==> src/rtl/core/lts_pkg.sv <==
`timescale 1ns / 1ps
`default_nettype none

package lts_pkg;

	// Default width of the internal skip and length counters.
	localparam int COUNT_BITS_DEF = 16;

	// Widths of the beat fields.
	localparam int CHAR_BITS = 21;
	localparam int MASK_BITS = 3;
	localparam int OUT_COUNT_BITS = 16;

	// Characters that steer the scan.
	localparam logic [CHAR_BITS-1:0] CH_QUOTE = CHAR_BITS'(34);
	localparam logic [CHAR_BITS-1:0] CH_BSLASH = CHAR_BITS'(92);
	localparam logic [CHAR_BITS-1:0] CH_HASH = CHAR_BITS'(35);
	localparam logic [CHAR_BITS-1:0] CH_SEMI = CHAR_BITS'(59);
	localparam logic [CHAR_BITS-1:0] CH_NEWLINE = CHAR_BITS'(10);
	localparam logic [CHAR_BITS-1:0] CH_SPACE = CHAR_BITS'(32);
	localparam logic [CHAR_BITS-1:0] CH_TAB = CHAR_BITS'(9);
	localparam logic [CHAR_BITS-1:0] CH_CR = CHAR_BITS'(13);
	localparam logic [CHAR_BITS-1:0] CH_PLUS = CHAR_BITS'(43);
	localparam logic [CHAR_BITS-1:0] CH_MINUS = CHAR_BITS'(45);
	localparam logic [CHAR_BITS-1:0] CH_0 = CHAR_BITS'(48);
	localparam logic [CHAR_BITS-1:0] CH_9 = CHAR_BITS'(57);
	localparam logic [CHAR_BITS-1:0] CH_UA = CHAR_BITS'(65);
	localparam logic [CHAR_BITS-1:0] CH_UZ = CHAR_BITS'(90);
	localparam logic [CHAR_BITS-1:0] CH_LA = CHAR_BITS'(97);
	localparam logic [CHAR_BITS-1:0] CH_LZ = CHAR_BITS'(122);
	localparam logic [CHAR_BITS-1:0] CH_UB = CHAR_BITS'(66);
	localparam logic [CHAR_BITS-1:0] CH_LB = CHAR_BITS'(98);
	localparam logic [CHAR_BITS-1:0] CH_UO = CHAR_BITS'(79);
	localparam logic [CHAR_BITS-1:0] CH_LO = CHAR_BITS'(111);
	localparam logic [CHAR_BITS-1:0] CH_UX = CHAR_BITS'(88);
	localparam logic [CHAR_BITS-1:0] CH_LX = CHAR_BITS'(120);
	localparam logic [CHAR_BITS-1:0] CH_UR = CHAR_BITS'(82);
	localparam logic [CHAR_BITS-1:0] CH_LR = CHAR_BITS'(114);

	// Radix limits.
	localparam logic [6:0] RADIX_MIN = 7'd2;
	localparam logic [6:0] RADIX_MAX = 7'd36;
	localparam logic [6:0] RADIX_BIN = 7'd2;
	localparam logic [6:0] RADIX_OCT = 7'd8;
	localparam logic [6:0] RADIX_HEX = 7'd16;

	// Allowed-kind mask bits.
	localparam int MASK_STRING = 0;
	localparam int MASK_RADIX = 1;
	localparam int MASK_COMMENT = 2;

	// Reported token kinds.
	typedef enum logic [1:0] {
		KIND_NONE = 2'd0,
		KIND_STRING = 2'd1,
		KIND_RADIX = 2'd2,
		KIND_COMMENT = 2'd3
	} kind_t;

	// One input beat.
	typedef struct packed {
		logic start;
		logic [MASK_BITS-1:0] mask;
		logic [CHAR_BITS-1:0] ch;
		logic eof;
	} item_t;

	// One result beat.
	typedef struct packed {
		kind_t kind;
		logic [OUT_COUNT_BITS-1:0] skipped;
		logic [OUT_COUNT_BITS-1:0] length;
		logic took;
	} res_t;

	// Value of an alphanumeric digit.
	typedef struct packed {
		logic hit;
		logic [5:0] val;
	} digit_t;

	function automatic digit_t digit_of(input logic [CHAR_BITS-1:0] c);
		digit_t d;
		d.hit = 1'b0;
		d.val = 6'd0;
		if (c >= CH_0 && c <= CH_9) begin
			d.hit = 1'b1;
			d.val = 6'(c - CH_0);
		end else if (c >= CH_UA && c <= CH_UZ) begin
			d.hit = 1'b1;
			d.val = 6'(c - CH_UA + CHAR_BITS'(10));
		end else if (c >= CH_LA && c <= CH_LZ) begin
			d.hit = 1'b1;
			d.val = 6'(c - CH_LA + CHAR_BITS'(10));
		end
		return d;
	endfunction

endpackage

`default_nettype wire

==> src/rtl/core/lts_in_stage.sv <==
`timescale 1ns / 1ps
`default_nettype none

module lts_in_stage (
	input wire logic clk,
	input wire logic arst_n,
	input wire logic in_valid,
	output logic in_ready,
	input wire lts_pkg::item_t item,
	input wire logic advance,
	output logic valid_s1,
	output lts_pkg::item_t item_s1
);

	// A new beat may enter when the register is empty or drains this cycle.
	assign in_ready = !valid_s1 || advance;

	// Occupancy of the input register.
	always_ff @(posedge clk or negedge arst_n) begin
		if (!arst_n) begin
			valid_s1 <= 1'b0;
		end else if (in_ready) begin
			valid_s1 <= in_valid;
		end
	end

	// Payload, loaded on every accepted beat.
	always_ff @(posedge clk) begin
		if (in_valid && in_ready) begin
			item_s1 <= item;
		end
	end

endmodule

`default_nettype wire

==> src/rtl/core/lts_scan_core.sv <==
`timescale 1ns / 1ps
`default_nettype none

module lts_scan_core #(
	parameter int COUNT_BITS = lts_pkg::COUNT_BITS_DEF
) (
	input wire logic clk,
	input wire logic arst_n,
	input wire logic step_en,
	input wire lts_pkg::item_t item,
	output logic emit,
	output lts_pkg::res_t res
);

	typedef enum logic [3:0] {
		PH_IDLE,
		PH_WS,
		PH_STR,
		PH_ESC,
		PH_HASH,
		PH_RDIG,
		PH_SIGN,
		PH_DIGITS,
		PH_CMT
	} phase_t;

	typedef logic [COUNT_BITS-1:0] cnt_t;

	phase_t ph_q, ph_c, ph_nx;
	logic [lts_pkg::MASK_BITS-1:0] mask_q, mask_c;
	logic [6:0] rad_q, rad_c, rad_nx;
	logic [1:0] rcnt_q, rcnt_c, rcnt_nx;
	logic seen_q, seen_c, seen_nx;
	logic dvalid_q, dvalid_c, dvalid_nx;
	cnt_t skip_q, skip_c, skip_nx;
	cnt_t len_q, len_c, len_nx;
	logic [9:0] rad_mul;
	logic is_ws;
	logic is_dec;
	logic do_digits;
	lts_pkg::digit_t dig;
	lts_pkg::kind_t kind_o;
	logic took_o;
	logic [lts_pkg::OUT_COUNT_BITS-1:0] skip16;
	logic [lts_pkg::OUT_COUNT_BITS-1:0] len16;

	function automatic cnt_t sat_inc(input cnt_t v);
		return (&v) ? v : v + 1'b1;
	endfunction

	// Character classes of the current beat.
	assign is_ws = (item.ch == lts_pkg::CH_SPACE) ||
		(item.ch >= lts_pkg::CH_TAB && item.ch <= lts_pkg::CH_CR);
	assign is_dec = (item.ch >= lts_pkg::CH_0) && (item.ch <= lts_pkg::CH_9);
	assign dig = lts_pkg::digit_of(item.ch);
	assign rad_mul = {rad_c, 3'b000} + {2'b00, rad_c, 1'b0} + {6'd0, item.ch[3:0]};

	// A start beat opens a fresh scan from cleared state.
	always_comb begin
		if (item.start) begin
			ph_c = PH_WS;
			mask_c = item.mask;
			rad_c = 7'd0;
			rcnt_c = 2'd0;
			seen_c = 1'b0;
			dvalid_c = 1'b1;
			skip_c = '0;
			len_c = '0;
		end else begin
			ph_c = ph_q;
			mask_c = mask_q;
			rad_c = rad_q;
			rcnt_c = rcnt_q;
			seen_c = seen_q;
			dvalid_c = dvalid_q;
			skip_c = skip_q;
			len_c = len_q;
		end
	end

	// Scan step for one character.
	always_comb begin
		ph_nx = ph_c;
		rad_nx = rad_c;
		rcnt_nx = rcnt_c;
		seen_nx = seen_c;
		dvalid_nx = dvalid_c;
		skip_nx = skip_c;
		len_nx = len_c;
		emit = 1'b0;
		kind_o = lts_pkg::KIND_NONE;
		took_o = 1'b0;
		do_digits = 1'b0;
		if (item.start && item.mask == '0) begin
			emit = 1'b1;
			ph_nx = PH_IDLE;
		end else begin
			case (ph_c)
				PH_WS: begin
					if (!item.eof && is_ws) begin
						skip_nx = sat_inc(skip_c);
					end else if (!item.eof && mask_c[lts_pkg::MASK_STRING] &&
							item.ch == lts_pkg::CH_QUOTE) begin
						len_nx = sat_inc(len_c);
						ph_nx = PH_STR;
					end else if (!item.eof && mask_c[lts_pkg::MASK_RADIX] &&
							item.ch == lts_pkg::CH_HASH) begin
						len_nx = sat_inc(len_c);
						ph_nx = PH_HASH;
					end else if (!item.eof && mask_c[lts_pkg::MASK_COMMENT] &&
							item.ch == lts_pkg::CH_SEMI) begin
						len_nx = sat_inc(len_c);
						ph_nx = PH_CMT;
					end else begin
						emit = 1'b1;
						ph_nx = PH_IDLE;
					end
				end
				PH_STR: begin
					if (item.eof) begin
						emit = 1'b1;
						ph_nx = PH_IDLE;
					end else begin
						len_nx = sat_inc(len_c);
						if (item.ch == lts_pkg::CH_QUOTE) begin
							emit = 1'b1;
							kind_o = lts_pkg::KIND_STRING;
							took_o = 1'b1;
							ph_nx = PH_IDLE;
						end else if (item.ch == lts_pkg::CH_BSLASH) begin
							ph_nx = PH_ESC;
						end
					end
				end
				PH_ESC: begin
					if (item.eof) begin
						emit = 1'b1;
						ph_nx = PH_IDLE;
					end else begin
						len_nx = sat_inc(len_c);
						ph_nx = PH_STR;
					end
				end
				PH_HASH: begin
					if (item.eof) begin
						emit = 1'b1;
						ph_nx = PH_IDLE;
					end else if (item.ch == lts_pkg::CH_LB || item.ch == lts_pkg::CH_UB) begin
						rad_nx = lts_pkg::RADIX_BIN;
						len_nx = sat_inc(len_c);
						ph_nx = PH_SIGN;
					end else if (item.ch == lts_pkg::CH_LO || item.ch == lts_pkg::CH_UO) begin
						rad_nx = lts_pkg::RADIX_OCT;
						len_nx = sat_inc(len_c);
						ph_nx = PH_SIGN;
					end else if (item.ch == lts_pkg::CH_LX || item.ch == lts_pkg::CH_UX) begin
						rad_nx = lts_pkg::RADIX_HEX;
						len_nx = sat_inc(len_c);
						ph_nx = PH_SIGN;
					end else if (is_dec) begin
						rad_nx = {3'b000, item.ch[3:0]};
						rcnt_nx = 2'd1;
						len_nx = sat_inc(len_c);
						ph_nx = PH_RDIG;
					end else begin
						emit = 1'b1;
						ph_nx = PH_IDLE;
					end
				end
				PH_RDIG: begin
					if (item.eof) begin
						emit = 1'b1;
						ph_nx = PH_IDLE;
					end else if (rcnt_c < 2'd2 && is_dec) begin
						rad_nx = rad_mul[6:0];
						rcnt_nx = rcnt_c + 2'd1;
						len_nx = sat_inc(len_c);
					end else if (item.ch == lts_pkg::CH_LR || item.ch == lts_pkg::CH_UR) begin
						if (rad_c < lts_pkg::RADIX_MIN || rad_c > lts_pkg::RADIX_MAX) begin
							emit = 1'b1;
							ph_nx = PH_IDLE;
						end else begin
							len_nx = sat_inc(len_c);
							ph_nx = PH_SIGN;
						end
					end else begin
						emit = 1'b1;
						ph_nx = PH_IDLE;
					end
				end
				PH_SIGN: begin
					ph_nx = PH_DIGITS;
					if (!item.eof && (item.ch == lts_pkg::CH_PLUS ||
							item.ch == lts_pkg::CH_MINUS)) begin
						len_nx = sat_inc(len_c);
					end else begin
						do_digits = 1'b1;
					end
				end
				PH_DIGITS: begin
					do_digits = 1'b1;
				end
				PH_CMT: begin
					if (item.eof || item.ch == lts_pkg::CH_NEWLINE) begin
						emit = 1'b1;
						kind_o = lts_pkg::KIND_COMMENT;
						ph_nx = PH_IDLE;
					end else begin
						len_nx = sat_inc(len_c);
					end
				end
				default: begin
					ph_nx = PH_IDLE;
				end
			endcase

			// Digit run of a radix integer; the first non-digit decides.
			if (do_digits) begin
				if (!item.eof && dig.hit) begin
					seen_nx = 1'b1;
					if ({1'b0, dig.val} >= rad_c) begin
						dvalid_nx = 1'b0;
					end
					len_nx = sat_inc(len_c);
				end else begin
					emit = 1'b1;
					ph_nx = PH_IDLE;
					if (seen_c && dvalid_c) begin
						kind_o = lts_pkg::KIND_RADIX;
					end
				end
			end
		end
	end

	// Clamp the counters to the width of the result fields.
	if (COUNT_BITS > lts_pkg::OUT_COUNT_BITS) begin : g_wide
		assign skip16 = (|skip_nx[COUNT_BITS-1:lts_pkg::OUT_COUNT_BITS]) ?
			'1 : skip_nx[lts_pkg::OUT_COUNT_BITS-1:0];
		assign len16 = (|len_nx[COUNT_BITS-1:lts_pkg::OUT_COUNT_BITS]) ?
			'1 : len_nx[lts_pkg::OUT_COUNT_BITS-1:0];
	end else begin : g_narrow
		assign skip16 = lts_pkg::OUT_COUNT_BITS'(skip_nx);
		assign len16 = lts_pkg::OUT_COUNT_BITS'(len_nx);
	end

	// Result of a decided scan.
	always_comb begin
		res.kind = kind_o;
		res.skipped = skip16;
		res.length = (kind_o != lts_pkg::KIND_NONE) ? len16 : '0;
		res.took = (kind_o != lts_pkg::KIND_NONE) ? took_o : 1'b0;
	end

	// Scan state, advanced once per processed beat.
	always_ff @(posedge clk or negedge arst_n) begin
		if (!arst_n) begin
			ph_q <= PH_IDLE;
			mask_q <= '0;
			rad_q <= 7'd0;
			rcnt_q <= 2'd0;
			seen_q <= 1'b0;
			dvalid_q <= 1'b1;
			skip_q <= '0;
			len_q <= '0;
		end else if (step_en) begin
			ph_q <= ph_nx;
			mask_q <= mask_c;
			rad_q <= rad_nx;
			rcnt_q <= rcnt_nx;
			seen_q <= seen_nx;
			dvalid_q <= dvalid_nx;
			skip_q <= skip_nx;
			len_q <= len_nx;
		end
	end

endmodule

`default_nettype wire

==> src/rtl/core/lisp_token_scanner.sv <==
// A result appears on out_valid once the beat that decides the scan is accepted into the
// input register and then processed into the result register, which it feeds directly.
// Throughput: one beat per cycle, stalls aside; the scan state advances in one step.
// A pending result that is not taken holds the input register, which backs up in_ready.
// Reset (arst_n low) clears the scan state to idle and empties both registers.
`timescale 1ns / 1ps
`default_nettype none

module lisp_token_scanner #(
	parameter int COUNT_BITS = lts_pkg::COUNT_BITS_DEF
) (
	input wire logic clk,
	input wire logic arst_n,
	input wire logic in_valid,
	output logic in_ready,
	input wire logic start_scan,
	input wire logic [2:0] allowed_kinds,
	input wire logic [20:0] char_code,
	input wire logic at_end,
	output logic out_valid,
	input wire logic out_ready,
	output logic [1:0] token_kind,
	output logic [15:0] skipped_count,
	output logic [15:0] token_length,
	output logic took_current
);

	lts_pkg::item_t item_in;
	lts_pkg::item_t item_s1;
	lts_pkg::res_t res_c;
	lts_pkg::res_t res_q;
	logic valid_s1;
	logic advance;
	logic emit;
	logic out_valid_q;

	assign item_in.start = start_scan;
	assign item_in.mask = allowed_kinds;
	assign item_in.ch = char_code;
	assign item_in.eof = at_end;

	// The registered beat is processed when the result register can take a beat.
	assign advance = valid_s1 && (!out_valid_q || out_ready);

	lts_in_stage u_in (
		.clk(clk),
		.arst_n(arst_n),
		.in_valid(in_valid),
		.in_ready(in_ready),
		.item(item_in),
		.advance(advance),
		.valid_s1(valid_s1),
		.item_s1(item_s1)
	);

	lts_scan_core #(
		.COUNT_BITS(COUNT_BITS)
	) u_core (
		.clk(clk),
		.arst_n(arst_n),
		.step_en(advance),
		.item(item_s1),
		.emit(emit),
		.res(res_c)
	);

	// Result register valid flag.
	always_ff @(posedge clk or negedge arst_n) begin
		if (!arst_n) begin
			out_valid_q <= 1'b0;
		end else if (advance && emit) begin
			out_valid_q <= 1'b1;
		end else if (out_ready) begin
			out_valid_q <= 1'b0;
		end
	end

	// Result payload.
	always_ff @(posedge clk) begin
		if (advance && emit) begin
			res_q <= res_c;
		end
	end

	assign out_valid = out_valid_q;
	assign token_kind = res_q.kind;
	assign skipped_count = res_q.skipped;
	assign token_length = res_q.length;
	assign took_current = res_q.took;

endmodule

`default_nettype wire

==> config.mk <==
export PLATFORM = sky130hd
export DESIGN_NAME = lisp_token_scanner
export DESIGN_NICKNAME = d
export VERILOG_FILES = /design/src/rtl/core/lts_pkg.sv /design/src/rtl/core/lts_in_stage.sv /design/src/rtl/core/lts_scan_core.sv /design/src/rtl/core/lisp_token_scanner.sv
export SDC_FILE = /design/constraint.sdc
export NUM_CORES = 1
export LEC_CHECK = 0
export BUFFER_PORTS_ARGS = -buffer_cell sky130_fd_sc_hd__buf_2
export CAP_MARGIN = 20
export CORE_MARGIN = 3
export CORE_UTILIZATION = 50
export DETAILED_ROUTE_END_ITERATION = 8
export PLACE_DENSITY = 0.78
export RECOVER_POWER = 25
export SLEW_MARGIN = 20
export SYNTH_ARGS = -nofsm -noshare
export SYNTH_HDL_FRONTEND = slang
export SYNTH_SLANG_ARGS = --single-unit
==> constraint.sdc <==
create_clock -name clk -period 6.5 [get_ports clk]
set_clock_uncertainty 0.1 [all_clocks]
set_input_delay 0.325 -clock clk [delete_from_list [all_inputs] [get_ports clk]]
set_output_delay 0.325 -clock clk [all_outputs]
set_load 0.02 [all_outputs]
==> key figures <==
Critical path
  • CP Launch Type: flop
  • Crit Reg-Reg Endpoint: u_core.dvalid_q
  • Most frequent CP cell: a21o_1
  • Critical path, cell by cell: inv_1, ha_1, and4b_1, o31a_1, and2_1, o31ai_2, nand2b_1, ha_1, nand2b_1, a21o_1, a21o_1, a21o_1, a21o_1, a21oi_1, a21oi_1, a31oi_1
  • Crit Path Class: flop to flop
  • Worst r2r src: u_in.item_s1[2]
  • Worst R2R Path Depth: 16
  • Worst Path Arrival: between 4000 and 5000 ps
  • Crit-path max FO: 11
  • Max stage delay on crit path: 600 ps
  • Critical Path Slowest Stage Cell: edfxtp_1
  • CP endpoint kind: flop
  • Critical path required time: just under 7000 ps
  • Reg2reg setup slack: 2410 ps

STA
  • Fmax: between 200 and 250 MHz
  • Period utilization: 0.6295
  • Max-slew violations: 53
  • RSZ-0062 raised after global routing: no
  • Hold Vio Cnt, Final: 0
  • Setup TNS: 0 ps
  • Final Setup Violations: 0
  • Final Hold Slack: ~16 ps
  • Period minus WS final: between 4000 and 5000 ps
  • Slew headroom: -0.9376
  • Least-Margin Pin Slew: 2906 ps

Drt
  • Total routed wirelength: between 20,000 and 25,000 um
  • Final ANT Viol Nets: 0
  • Routed WL per cell: 18.10 um
  • Initial DRC Count: between 700 and 800
  • TritonRoute pass-1 iters: 5
  • Drc violations: 0
  • Routed vias/inst: ~6.1
  • Vias post-DR: 7,239

Logic synthesis
  • Synth Cell Area: just under 8000 um2
  • Async SR Flop Fraction: 0.4602
  • Synthesized net count: 941
  • Synthesized flop and latch total: 113
  • Syn avg cell area: 8.855 um2
  • Main area contributors after synthesis: edfxtp_1 23%, dfrtp_1 16%, nand2_1 4.6%
  • Post-synthesis cell type count: 88
  • Sequential fraction of the synthesis area: 0.4000
  • Post-synth top area cell: edfxtp_1
  • Post-synth EDFFs: 61
  • Area share of the leading cell type in the synthesized netlist: 0.2338
  • Synth Flop Type: edfxtp_1
  • Synthesis Warnings: 0
  • Synthesized instance count: ~900

Status
  • Failing checks: max-capacitance violations, max-slew violations
  • Status: finished, violations left

Global route
  • Initial antenna violation count: 0
  • All-Layer GR Usage: 0.2476
  • Vias in the first global route: 6,875
  • Overflow after GRT: 0
  • Largest net degree at the start of global routing: 68
  • First-pass GRT wire length: 34,910 um

Cells and area
  • Ant. Diodes: 0
  • Area Overhead vs Synth: 17.24%
  • Commonest cells after routing, fill and taps aside: 95 x nand2_1, 91 x nor2_1, 64 x buf_2
  • Nets: 1,010
  • Commonest non-fill, non-tap cell in the layout: nand2_1
  • Util after Layout: 0.6021
  • Fraction of final layout cells with drive strength greater than 1: 0.1427
  • Finished Layout Cells: about 1.2k

CTS
  • H-tree depth: 4
  • Clock sinks: roughly 110
  • TritonCTS clock tree: done
  • Number of gates resized after CTS: 0
  • Reg clk slew, reported paths: 60 ps
  • Clk buf depth: 2
  • Clock root buffer: clkbuf_16
  • Later-pin clock latency in the skew report: 420 ps
  • TritonCTS buffer count: 17

Pwr
  • Leakage: 0.003500 uW
  • Final Power: 2038 uW
  • Worst vdd ir: about 160 uV
  • PwrDens: 221.8 nW/um2

Place
  • # placed instances: 1,120
  • Gpl congestion: 1.032
  • PortBufs: 66
  • Dpl hpwl: between 15,000 and 20,000 um

Floorplanning
  • Die W: around 130 um
  • DIE HEIGHT: 131.2 um
  • Io pins: 67
  • Initial Util: 0.5136
  • Core Region: ~15,000 um2
  • Rows: 45
  • Die area: about 17,000 um2

Min path
  • Hold depth: 2
  • Hold Crit Start: in_valid
  • Hold Path Class: primary input to flop
  • Worst Hold Endpoint: u_in.valid_s1

Job
  • Max Cap Viol: 1
power breakdown:
part	internal, uW	switching [uW]	leakage [uW]
Combinational	77.8	146	0.00191
Clock	641	341	0.000298
Sequential	800	31.3	0.00129
Total	1520	518	0.00350
layout make-up:
type,count,area (um2)
Timing Repair Buffer,102,659.4
Multi-Input combinational cell,693,4410
Tap cell,211,264.0
Fill cell,1314,6071
Clock inverter,13,185.2
Sequential cell,113,3134
Clock buffer,19,432.9
Inverter,27,101.3
state kept, by name (all words and copies together), names as in the netlist:
signal           flops
skipped_count       16
u_core.rad_q         7
u_core.dvalid_q      1
took_current         1
out_valid            1
u_core.rcnt_q        2
u_core.seen_q        1
u_core.ph_q          4
u_in.item_s1        26
u_core.mask_q        3
token_length        16
u_core.len_q        16
u_in.valid_s1        1
token_kind           2
u_core.skip_q       16
layer usage:
metal | routed length, um | GRT usage | part of all wire
met2 | 9551 | 0.3874 | 0.45
met4 | 941 | 0.1120 | 0.044
met1 | 9025 | 0.3299 | 0.42
met3 | 1802 | 0.05590 | 0.085
met5 | 0 | 0 | 0
how the worst max path moves through the flow:
stage	start	slack, ps	end
floorplan	u_in.item_s1[5]	1900	skipped_count[0]
global placement	u_in.item_s1[2]	2530	u_core.dvalid_q
global route	u_in.item_s1[5]	2050	u_core.dvalid_q
CTS	u_in.item_s1[5]	2460	u_core.dvalid_q
detailed placement	u_in.item_s1[5]	2490	u_core.dvalid_q
finish	u_in.item_s1[2]	2410	u_core.dvalid_q
Yosys cell counts, drive strengths merged, types with 5 or more instances:
cell and count:
nand2b 10, o22ai 10, nand3 36, nor2 93, a211oi 10, xor2 10
a21oi 47, nor2b 19, o31ai 12, or2 7, and4 5, o21ai 73
mux2i 13, edfxtp 61, o211ai 9, nand4 14, a31oi 16, and3 9
clkbuf 37, a21o 14, buf 15, nor4 13, inv 26, dfrtp 51
ha 24, or3 7, o2111ai 6, nor3 22, xnor2 30, o21a 5
nand2 97, mux2 7, and2 9
cells by family after synthesis:
| logic type | count (synthesis) | synth area share |
|---|---|---|
| compound gates | 246 | 0.2109 |
| xor+xnor | 40 | 0.04471 |
| fa+ha+maj | 26 | 0.04343 |
| buf+inv | 79 | 0.03944 |
| flops | 113 | 0.4000 |
| mux | 20 | 0.02666 |
| simple gates | 361 | 0.2349 |
worst max-delay path: cells and delay by family, from the launching register on:
family          cells  cell delay (ps)
simple gates        4              770
compound gates      9             1880
buf+inv             1              140
flops               1              600
fa+ha+maj           2              510
stage by stage:
step	setup WS [ps]	area, um2
after floorplan	1896	7836
after global routing	2053	9188
after CTS	2462	9194
after global placement	2527	8315
final	2408	9188
after detailed placement	2488	8315
repair_timing:
item,CTS,global route
endpoints found under the hold margin,76,0
buffers inserted,0,0
hold buffers,26,0
(Power assumes the default switching activity.)
